## src/design/cmtf_pkg.sv

```systemverilog
package cmtf_pkg;

  localparam int unsigned MemBytes = 262144;
  localparam int unsigned MaxSide  = 1024;
  localparam int unsigned AddrW    = $clog2(MemBytes);

  localparam logic [2:0] RegTexWidth  = 3'd0;
  localparam logic [2:0] RegTexHeight = 3'd1;
  localparam logic [2:0] RegCubeMode  = 3'd2;
  localparam logic [2:0] RegPixFormat = 3'd3;
  localparam logic [2:0] RegTexPres   = 3'd4;

  localparam logic [1:0] FmtRgb8   = 2'd0;
  localparam logic [1:0] FmtRgba8  = 2'd1;
  localparam logic [1:0] FmtRgbF   = 2'd2;
  localparam logic [1:0] FmtRgbaF  = 2'd3;

  // controller to datapath commands
  typedef struct packed {
    logic capture;   // latch coordinates, compute major axis
    logic div_start; // begin the two face divisions
    logic index;     // form texel index
    logic offset;    // form byte offset and range check
    logic rd_step;   // read one byte
    logic wr;        // store a byte
    logic done;      // present result
  } cmtf_cmd_t;

  typedef struct packed {
    logic div_busy;
    logic rd_last;
    logic fail;
  } cmtf_sts_t;

  function automatic logic [4:0] bytes_per_texel(input logic [1:0] fmt);
    case (fmt)
      FmtRgb8:  bytes_per_texel = 5'd3;
      FmtRgba8: bytes_per_texel = 5'd4;
      FmtRgbF:  bytes_per_texel = 5'd12;
      default:  bytes_per_texel = 5'd16;
    endcase
  endfunction

endpackage

```

## src/design/cmtf_ctrl.sv

```systemverilog
module cmtf_ctrl (
  input  logic                clk_i,
  input  logic                rst_ni,
  input  logic                start_i,
  input  logic                cmd_i,
  input  logic                cube_mode_i,
  input  logic [17:0]         byte_address_i,
  input  cmtf_pkg::cmtf_sts_t sts_i,
  output cmtf_pkg::cmtf_cmd_t cmd_o,
  output logic                busy_o,
  output logic                strobe_o
);
  typedef enum logic [7:0] {
    StIdle  = 8'b0000_0001,
    StDiv   = 8'b0000_0010,
    StIndex = 8'b0000_0100,
    StIdx2  = 8'b0000_1000,
    StOfs   = 8'b0001_0000,
    StRead  = 8'b0010_0000,
    StDone  = 8'b0100_0000,
    StOut   = 8'b1000_0000
  } state_e;

  state_e state_q, state_d;
  logic   go;
  assign go = start_i && state_q == StIdle;

  always_comb begin
    state_d = state_q;
    cmd_o   = '0;
    case (state_q)
      StIdle: begin
        if (go && cmd_i) begin
          cmd_o.capture = 1'b1;
          state_d = cube_mode_i ? StDiv : StIndex;
        end else if (go) begin
          cmd_o.wr = (32'(byte_address_i) < cmtf_pkg::MemBytes);
        end
      end
      StDiv: begin
        cmd_o.div_start = 1'b1;
        state_d = StIndex;
      end
      StIndex: begin
        if (!sts_i.div_busy) begin
          cmd_o.index = 1'b1;
          state_d = StIdx2;
        end
      end
      StIdx2: state_d = StOfs;
      StOfs: begin
        cmd_o.offset = 1'b1;
        state_d = StRead;
      end
      StRead: begin
        if (sts_i.fail) state_d = StDone;
        else begin
          cmd_o.rd_step = 1'b1;
          if (sts_i.rd_last) state_d = StDone;
        end
      end
      StDone: begin
        cmd_o.done = 1'b1;
        state_d = StOut;
      end
      StOut: state_d = StIdle;
      default: state_d = StIdle;
    endcase
  end

  always_ff @(posedge clk_i or negedge rst_ni) begin
    if (!rst_ni) state_q <= StIdle;
    else state_q <= state_d;
  end

  assign busy_o   = state_q != StIdle;
  assign strobe_o = state_q == StOut;
endmodule

```

## config.mk

```make
export PLATFORM = sky130hd
export DESIGN_NAME = cmtf_ctrl
export DESIGN_NICKNAME = d
export VERILOG_FILES = /design/src/design/cmtf_pkg.sv /design/src/design/cmtf_ctrl.sv
export SDC_FILE = /design/constraint.sdc
export NUM_CORES = 1
export LEC_CHECK = 0
export BUFFER_PORTS_ARGS = -buffer_cell sky130_fd_sc_hd__buf_2
export CORE_AREA = 10 10 47 49
export CTS_CLUSTER_SIZE = 14
export DETAILED_ROUTE_END_ITERATION = 8
export DIE_AREA = 0 0 57 59
export HOLD_SLACK_MARGIN = 0.05
export PLACE_DENSITY_LB_ADDON = 0.25
export RECOVER_POWER = 25
export SLEW_MARGIN = 20
export SYNTH_ARGS = -nofsm -noshare
export SYNTH_HDL_FRONTEND = slang
export SYNTH_SLANG_ARGS = --single-unit
```

## constraint.sdc

```tcl
create_clock -name clk_i -period 2.9 [get_ports clk_i]
set_clock_uncertainty 0.05 [all_clocks]
set_input_delay 0.58 -clock clk_i [delete_from_list [all_inputs] [get_ports clk_i]]
set_output_delay 0.58 -clock clk_i [all_outputs]
set_load 0.005 [all_outputs]
```

==> results.txt, run 1 <==
The number of buffers between clock root and the deepest sink came out at 2. After clock tree synthesis, the flow added hold-fix buffers numbering 0. The placed cell count is 78. The count of buffers from port buffering came out at 16. The register with the most flip-flops in the layout has 8 of them. After layout, the worst setup slack is 559 ps. The count of vias placed by the detailed router came out at 423. The number of cell rows is 14. Cell internal power was estimated by the tool at 251 uW.

Dividing the synthesized area by the synthesized cell count gives 10.4 um^2. The synthesized design contains 0 enable-type register cells. The cell area after layout is 604 um^2.

Counting flops per register, the top entry is state_q. The worst-case vdd ir drop came out at 321 uV. The number of gates given a new drive strength after cts is 0.

The average wire per standard cell is 12.7 um. The count of final max-slew check failures is 0. The flow ran to the end, and the final reports show no timing, DRC or antenna violations. For the final routed database, the setup TNS stands at 0 ps. TritonCTS built the clock tree. The switching power came out at 139 uW. The pin count of the biggest net entering global routing came out at 9. The flip-flop and latch count after synthesis came out at 8. The post-detailed-route count of antenna-violating nets is 0. The reg-to-reg setup timing slack is 1390 ps.

The antenna diode count is 0. The floorplan step set the die width to 57 um. The portion of total power attributed to sequential cells is 39.5%. The number of nets handed over by synthesis was 72. The number of global-route vias before repair is 408.

The placer's final routability congestion estimate came out at 0.694. In this run the standard cell core region covers 1400 um^2. The initial antenna violation count was 0. The worst setup path is captured at a primary output. The tool flagged a number of max-cap violations equal to 0. The sequential cell area fraction in the yosys report came out at 42.0%. During synthesis, Yosys emitted a total of 0 warnings. The number of top-level pins came out at 35. The total die area is 3360 um^2. The net total in the final layout came out at 93. In the synthesized netlist the dominant register cell turns out to be dfrtp_1.

The largest registers in the layout are state_q (8). The worst max-slew margin expressed relative to the limit came out at 73.5%. Prior to clock tree synthesis, the placed netlist has a worst setup slack of 816 ps. After clock tree synthesis, the setup repair step added 0 buffers. The arrival time reported for the critical path endpoint is 1710 ps. Power spread over the standard cell area amounts to 644 nW/um^2. The final critical path takes up 80.7% of the cycle. The violation count after the first detailed-route iteration is 7. The initial core utilization came out at 34.2%. The clock sink count is 8. The global route total overflow came out at 0. The global-route wire length before repair is 1.81 mm. Setup violations remaining at the end of the flow were counted as 0. The maximum fanout along the worst path is 7. The number of H-tree branching levels is 1. Total power for the finished layout comes to 389 uW. Summed over all layers, the routed wires come to 1.04 mm. The CTS clock-pin slew for the worst setup and hold paths is 60 ps.

The class of the tightest hold or removal check is primary input to async pin. At the pin with the least slew margin, the transition time is 394 ps. The count of endpoints failing hold in the final timing report came to 0. The fraction of final layout cells with drive strength greater than 1 came out at 39.4%. The number of detailed-routing iterations run before antenna repair is 4.

The unique cell type count in the Yosys netlist came out at 25. The root buffer cell is clkbuf_4. The area overhead of the layout relative to synthesis came out at 26.1%.

The fmax came out at 427 MHz. The analysis attributes to cell leakage a power of 0.000316 uW. In the routed design, unresolved DRC markers number 0. The worst setup path is of the register to primary output kind. Synthesis produced a netlist whose cell count is 46. The share of async-settable or async-resettable flops after synthesis came out at 100%.

The TritonCTS buffer count came out at 3. The placement-stage cell area came out at 579 um^2. The global-route usage over all layers came out at 6.69%. Setup repair after global routing left no endpoint under its margin.

The wire-length estimate of the detail-placed layout is 874 um. After detailed routing, the number of vias per cell comes to 5.16. In this run the cell area of the synthesized design comes to 479 um^2. Subtracting the final worst setup slack from the clock period gives 2340 ps. Of the total power, combinational logic draws 37.5%. The critical path required time came out at 2270 ps. The layout has 161 filler cells.

The clock reaches the later pin of the worst-skew pair after 250 ps. The switching part of the total is 35.6%. The vertical die dimension is 59 um. The startpoint type of the worst setup path is a register. The finished layout holds 82 standard cells, fillers aside. The share of power burned in the clock network is 23.1%.
logic make-up after synthesis:
family          Yosys count  synth area share, %
flops                     8                 42.0
xor+xnor                  2                 3.66
simple gates             26                 41.8
buf+inv                   3                 2.35
compound gates            7                 10.2
cell usage after synthesis (2+ instances only):
library cell	instances	area (um^2)
nor2_1	2	7.51
nor2_2	2	12.5
dfrtp_1	7	175
inv_1	3	11.3
nor3b_1	4	30.0
o2111ai_1	2	17.5
nor3b_2	2	25.0
nand2_1	5	18.8
o21ai_0	2	10.0
and2b_1	2	15.0
path summary, 6_finish.rpt:
path / start / endpoint / cells past startpoint
worst max-delay path: state_q[4] / cmd_o[4] / 5
worst min-delay path: rst_ni / state_q[4] / 1
worst max register to register: state_q[4] / state_q[2] / 4
worst min register to register: state_q[2] / state_q[4] / 1
max in group asynchronous: rst_ni / state_q[0] / 1
min in group clk_i: cube_mode_i / state_q[1] / 2
cell usage in the layout (no fill, tap or decap), types with 2 or more instances in the layout:
cell	netlist	routed
buf_2	0	15
dfrtp_1	7	7
nand2_1	5	5
nor3b_1	4	4
inv_1	3	3
clkbuf_4	0	3
nor2_1	2	2
nor3b_2	2	2
nor2_2	2	2
and2b_1	2	2
o21ai_0	2	2
o2111ai_1	2	2
clkbuf_1	0	2
power groups by stage:
stage               clock network [uW]  logic (uW)  registers (uW)
floorplan                            0         104             151
global placement                     0         147             155
detailed placement                   0         148             156
CTS                               94.8         150             153
global route                      99.2         167             157
finish                            89.8         146             154
per-layer routing:
metal | vias up | track usage, % | wire, um
li1 | 211 | - | -
met1 | 202 | 6.99 | 392
met2 | 8 | 11.5 | 594
met3 | 2 | 1.50 | 48
met4 | 0 | 5.03 | 7
met5 | - | 0 | 0
cell type report:
class	instances	area, um^2	area share [%]
clock buffers	4	26.3	4.35
inverters	3	11.3	1.86
repair buffers	16	78.8	13.0
well taps	16	20.0	3.31
flip-flops and latches	8	201	33.3
multi-input cells	35	267	44.1
worst max-delay path, stage by stage (launching register included):
cell     delay, ps
dfrtp_1        460
nor4_4         350
nand2_1        160
nor3b_2        230
and2b_1        150
buf_2          110
per-stage QoR:
step           hold slack (ps)  util, %
3_5_place_dp               377     41.3
3_3_place_gp               381     41.3
4_1_cts                   98.3     43.2
5_1_grt                    200     43.1
6_report                   172     43.1
2_1_floorplan              234        -
Note: power is estimated with default switching activity, not from simulation.
==> run 2: changes to the inputs <==
==> constraint.sdc (replaced) <==
create_clock -name clk_i -period 2.3 [get_ports clk_i]
set_clock_uncertainty 0.05 [all_clocks]
set_input_delay 0.46 -clock clk_i [delete_from_list [all_inputs] [get_ports clk_i]]
set_output_delay 0.46 -clock clk_i [all_outputs]
set_load 0.005 [all_outputs]
==> results.txt, run 2 (same netlist as run 1, synthesis figures left out) <==
The number of instances on the worst hold path is 2. The placer's final routability congestion estimate is 0.694. The worst hold path begins at cube_mode_i. The average wire per standard cell is 12.7 um. The largest registers in the layout are state_q (8). Input and output buffers added on the ports amount to 16. The reg-to-reg setup timing slack is 700 ps. The share of total power dissipated in combinational logic is 39.4%.

The count of endpoints failing hold in the final timing report came to 0. The critical path in this run is classified as register to primary output. The number of buffers between clock root and the deepest sink is 2. The placement-stage cell area came out at 579 um^2. The count of max-cap constraint violations came out at 0. The number of cell rows came out at 14. For the finished layout, the period the worst path requires is 2160 ps. The number of clock buffers added by TritonCTS is 3. After detailed routing, the number of remaining DRC violations is 0.

The ratio of final minimum period to clock period is 93.9%. Headroom to the max-slew limit came out at 73.3%. Across every metal layer, demand over resource in global routing totals 6.73%. The half-perimeter wire length after detailed placement is 874 um. The number of setup violations in the final report came out at 0. The library cells used most frequently in the layout, excluding fill and tap cells, are 15 x buf_2, 6 x dfrtp_1, 4 x nand2_1.

0 antenna diodes ended up in the layout. The initial antenna violation count is 0. The number of top-level pins came out at 35. Clock latency on the worst-skew pair, taken at its later pin, is 250 ps. The arrival time reported for the critical path endpoint came out at 1650 ps.

The maximum cell stage delay along the critical path is 460 ps. After floorplanning, the core was sized to cover 1400 um^2. The cell area after layout came out at 637 um^2. The worst setup path is captured at a primary output. The first routing iteration left 3 violations. After clock tree synthesis, the clock-pin slew on the worst setup and hold paths is 60 ps. For this run, the detailed router's first-pass iteration total came to 4. The global route total overflow is 0. The flow ran to the end, and the final reports show no timing, DRC or antenna violations. The post-route netlist has 44.1% of its cells at a drive strength greater than 1.

The fmax came out at 463 MHz. The critical path goes through nor4_4 > nand2_2 > nor3b_4 > and2b_1 > buf_2. The switching part of the total is 36.6%.

The final-layout setup total negative slack came out at 0 ps. The worst setup path is launched from a register. The measured slew at the worst slew-check pin came out at 396 ps. The placed cell count came out at 78. The first global-routing pass estimated 1.83 mm of wire.

The detail route stage leaves a number of antenna-violating nets equal to 0. In this run the critical register-to-register path is launched from state_q[6]. Of all nets on the critical path, the largest fanout is 7.

The detailed-route vias per instance came out at 5.20. The clock network is responsible for 22.4% of the overall power. Sequential cells burn 38.2% of the power. The worst-case vdd ir drop came out at 412 uV. The most flop-heavy register is state_q.

The net total in the final layout is 95. For this design the static power due to leakage is 0.000325 uW. The library cell used most frequently in the layout, excluding fill and tap cells, is buf_2. The internal power is 324 uW. TritonCTS built the clock tree. The vertical die dimension came out at 59 um. For this run, the number of standard cells in the final layout without fillers is 84. The analysis attributes to net switching a power of 187 uW.

The post-placement worst setup slack is 336 ps. The width of the chip came out at 57 um. The worst reg2reg path endpoint is state_q[2]. The die covers 3360 um^2.

Setup repair after global routing could not meet its margin everywhere. The number of cell instances on the worst register-to-register path is 5. The number of flip-flops under the largest register name came out at 8. The worst path setup slack after routing came out at 139 ps. The worst hold-check slack is 385 ps. The clock sink count came out at 8. The root buffer cell is clkbuf_4. The class of the tightest hold or removal check is primary input to register. The number of H-tree branching levels came out at 1. The count of final max-slew check failures came to 0. The aggregate routed wire length is 1.07 mm.

The pin count of the biggest net entering global routing is 9. The critical path required time came out at 1790 ps. The count of vias placed by the detailed router is 437.

The number of global-route vias before repair came out at 414. For this design, the slowest cell found on the critical path is dfrtp_2. The total power per unit cell area came out at 802 nW/um^2. The initial core utilization is 34.2%. For hold timing, the worst endpoint is state_q[1].

Relative to the synthesized area, the layout overhead comes to 32.9%.
## run 2: changes by cell type in the layout (fill, tap and decap cells not counted), sizes merged
cell and change:
dlygate4sd3 +1, buf +1
## run 2: worst max-delay path by stage
stage	start	end	slack, ps
floorplan	state_q[4]	cmd_o[4]	570
global placement	state_q[4]	cmd_o[4]	370
detailed placement	state_q[4]	cmd_o[4]	340
CTS	state_q[4]	cmd_o[4]	50
global route	state_q[6]	cmd_o[4]	-20
finish	state_q[6]	cmd_o[4]	140
## run 2: worst max-delay path, delay by kind of cell, from the launching register on
kind	cells	cell delay, ps
AND/OR/NAND/NOR	4	820
flip-flops	1	460
buffers and inverters	1	100
## run 2: routing by layer
metal  vias up  routed length, um  GRT usage, %  part of all wire (%)
li1        215                  -             -                     -
met1       210                398          7.11                    37
met2         8                610          11.5                    57
met3         4                 38          1.50                   3.6
met4         0                 20          5.03                   1.9
met5         -                  0             0                     0
## run 2: timing repair
item                                   4_1_cts  5_1_grt
hold buffers                                 1        0
gates resized for setup                      0        4
endpoints found under the hold margin        7        0
setup endpoints to repair                    0        1
buffers inserted                             0        1
## run 2: final cells by class
cell class,count,area [um^2]
clock buffer,4,26.3
multi-input combinational,35,280
timing repair buffer,18,96.3
tap,16,20.0
sequential,8,203
fill,156,764
inverter,3,11.3
## run 2: through the flow
step | total power [uW] | util (%)
5_1_grt | 554 | 45.4
2_1_floorplan | 321 | -
3_5_place_dp | 383 | 41.3
4_1_cts | 503 | 43.9
6_report | 511 | 45.4
3_3_place_gp | 381 | 41.3
## run 2: power by group through the flow
stage | Sequential [uW] | Clock [uW] | Combinational, uW
6_report | 195 | 114 | 201
5_1_grt | 200 | 125 | 229
4_1_cts | 193 | 120 | 190
3_5_place_dp | 196 | 0 | 187
3_3_place_gp | 196 | 0 | 185
2_1_floorplan | 190 | 0 | 131
==> run 3: changes to the inputs <==
--- a/config.mk
+++ b/config.mk
@@ -7,6 +7,7 @@
 export LEC_CHECK = 0
 export BUFFER_PORTS_ARGS = -buffer_cell sky130_fd_sc_hd__buf_2
 export CORE_AREA = 10 10 47 49
+export CTS_BUF_LIST = sky130_fd_sc_hd__clkbuf_16
 export CTS_CLUSTER_SIZE = 14
 export DETAILED_ROUTE_END_ITERATION = 8
 export DIE_AREA = 0 0 57 59
@@ -17,3 +18,4 @@
 export SYNTH_ARGS = -nofsm -noshare
 export SYNTH_HDL_FRONTEND = slang
 export SYNTH_SLANG_ARGS = --single-unit
+export TNS_END_PERCENT = 50
==> results.txt, run 3 (same netlist as run 1, synthesis figures left out) <==
The count of nets left with antenna violations once routing finished came out at 0. The number of buffers between clock root and the deepest sink came out at 2. The net total in the final layout came out at 95. The vertical die dimension came out at 59 um.

The worst-case vdd ir drop is 470 uV. The region available for standard cell placement spans 1400 um^2. The detailed-route vias per instance came out at 5.15.

In this run the number of H-tree levels came out at 1. The switching part of the total came out at 29.4%. Traced cell by cell, the critical path runs through nor4_4 > nand2_2 > nor3b_4 > and2b_1 > buf_2.

The ratio of final minimum period to clock period came out at 92.7%. The final layout contains routed wiring with a total length of 1.11 mm. The initial antenna violation count is 0. In this run the clock root is driven by a clkbuf_16. During I/O placement, the number of pins put on the boundary was 35. The total die area came out at 3360 um^2. Measured on the finished design, the core utilization comes to 48.8%. In this run, CTS created clock tree buffers numbering 3. In this run the worst path has a maximum fanout of 7.

After routing, the total negative slack on setup checks comes to 0 ps. In the global route stage, overall resource usage came out at 6.99%. The global-route wire length before repair came out at 1.88 mm. The portion of total power attributed to sequential cells is 28.6%. The placed instances occupy a cell area of 579 um^2. For this design the total switching power over the nets is 202 uW. Summed over all layers, the global routing overflow is 0.

The pin count of the biggest net entering global routing is 9. The number of global-route vias before repair came out at 440. The fmax came out at 469 MHz.

In the final layout, the registers with the most flip-flops are state_q (8). For this design, the sink count on the clock tree is 8. The count of endpoints failing hold in the final timing report was 0.

The fraction of final layout cells with drive strength greater than 1 came out at 42.6%. The tool flagged a number of max-cap violations equal to 0. The CTS clock-pin slew for the worst setup and hold paths is 40 ps. Power spread over the standard cell area amounts to 1000 nW/um^2. The worst max-slew margin expressed relative to the limit came out at 72.6%. The number of setup violations in the final report came out at 0. On the critical path, the stage with the largest delay is an instance of dfrtp_2. The count of final max-slew check failures is 0.

The number of cell rows is 14. STA classifies the critical path endpoint as a primary output. The largest single stage delay on the critical path is 460 ps. The floorplan step set the die width to 57 um. The share of power burned in the clock network is 42.5%. The half-perimeter wire length after detailed placement is 874 um. The flow ran to the end, and the final reports show no timing, DRC or antenna violations. The initial core utilization came out at 34.2%. By startpoint and endpoint, the worst setup path is classified as register to primary output. The count of vias placed by the detailed router came out at 433. Port buffering added 16 buffers. The finished cells cover 684 um^2.

Of the total power, combinational logic draws 28.8%. The minimum period implied by the final worst setup slack is 2130 ps. The register with the most flip-flops in the layout has 8 of them. The number of detailed-routing iterations run before antenna repair came out at 4. The register with the most flip-flops in the final layout is state_q. The placer's final routability congestion estimate came out at 0.694. After the first detailed-routing iteration, the DRC count stood at 2. TritonCTS built the clock tree. The DRC violation count after routing came out at 0. The internal power is 484 uW. The library cell used most frequently in the layout, excluding fill and tap cells, is buf_2.

Clock latency on the worst-skew pair, taken at its later pin, is 230 ps. The power consumption came out at 685 uW. For the pin with the worst max-slew slack, the measured transition is 410 ps. The class of the tightest hold or removal check is primary input to register. The average wire per standard cell came out at 13.2 um.

Relative to the synthesized area, the layout overhead comes to 42.8%. The number of buffers and inverters on the critical path is 1. The repair_antennas step left the layout with diodes totalling 0. Setup repair after global routing left no endpoint under its margin. The critical path required time is 1790 ps. The kind of cell with the highest combined delay along the critical path is simple AND/OR/NAND/NOR gates. In the layout the commonest cells are 15 x buf_2, 6 x dfrtp_1, 4 x nand2_1, 4 x nor3b_1, 4 x inv_1. STA classifies the critical path startpoint as a register. At the worst endpoint, the arrival time is 1620 ps. The reported leakage power is 0.000350 uW.
-- run 3: cell count changes in the layout (fill, tap and decap cells not counted) --
| cell | before | now |
|---|---|---|
| nor3b_1 | 3 | 4 |
| clkbuf_1 | 2 | 1 |
| nor3b_2 | 2 | 1 |
| inv_1 | 3 | 4 |
| clkbuf_4 | 3 | 0 |
| clkbuf_16 | 0 | 3 |
-- run 3: final timing paths --
path                                   from  slack (ps)    endpoint  cells after the start
worst max-delay path             state_q[6]         170    cmd_o[4]                      5
worst min-delay path            cube_mode_i         410  state_q[1]                      2
worst max register to register   state_q[6]         720  state_q[2]                      5
worst min register to register   state_q[2]         550  state_q[4]                      1
max in group asynchronous            rst_ni        1250  state_q[0]                      2
min in group asynchronous            rst_ni         620  state_q[4]                      2
-- run 3: power by group through the flow --
stage	logic (uW)	clock network (uW)	registers, uW
2_1_floorplan	131	0	190
3_3_place_gp	185	0	196
3_5_place_dp	187	0	196
4_1_cts	190	298	194
5_1_grt	226	307	200
6_report	198	291	196
-- run 3: routing by layer --
layer | routed length [um] | part of all wire, % | vias up | global-route usage, %
li1 | - | - | 215 | -
met1 | 418 | 38 | 210 | 7.22
met2 | 642 | 58 | 6 | 11.8
met3 | 38 | 3.4 | 2 | 2.15
met4 | 6 | 0.54 | 0 | 5.03
met5 | 0 | 0 | - | 0
-- run 3: final cells by class --
cell class | count | area [um^2]
Clock buffer | 3 | 75.1
Timing Repair Buffer | 18 | 96.3
Multi-Input combinational cell | 35 | 275
Fill cell | 143 | 717
Tap cell | 16 | 20.0
Inverter | 3 | 11.3
Clock inverter | 1 | 3.75
Sequential cell | 8 | 203
-- run 3: timing repair --
action	in CTS	in global routing
setup buffers	0	1
resized for setup	0	3
hold buffers	1	0
endpoints found under the setup margin	0	1
endpoints found under the hold margin	7	0
-- run 3: stage by stage --
| step | worst slack [ps] | hold slack, ps | instances |
|---|---|---|---|
| floorplan | 574 | 114 | 46 |
| global placement | 365 | 261 | 78 |
| CTS | 81.2 | 407 | 83 |
| detailed placement | 336 | 257 | 78 |
| finish | 169 | 408 | 84 |
| global route | 23.1 | 419 | 84 |
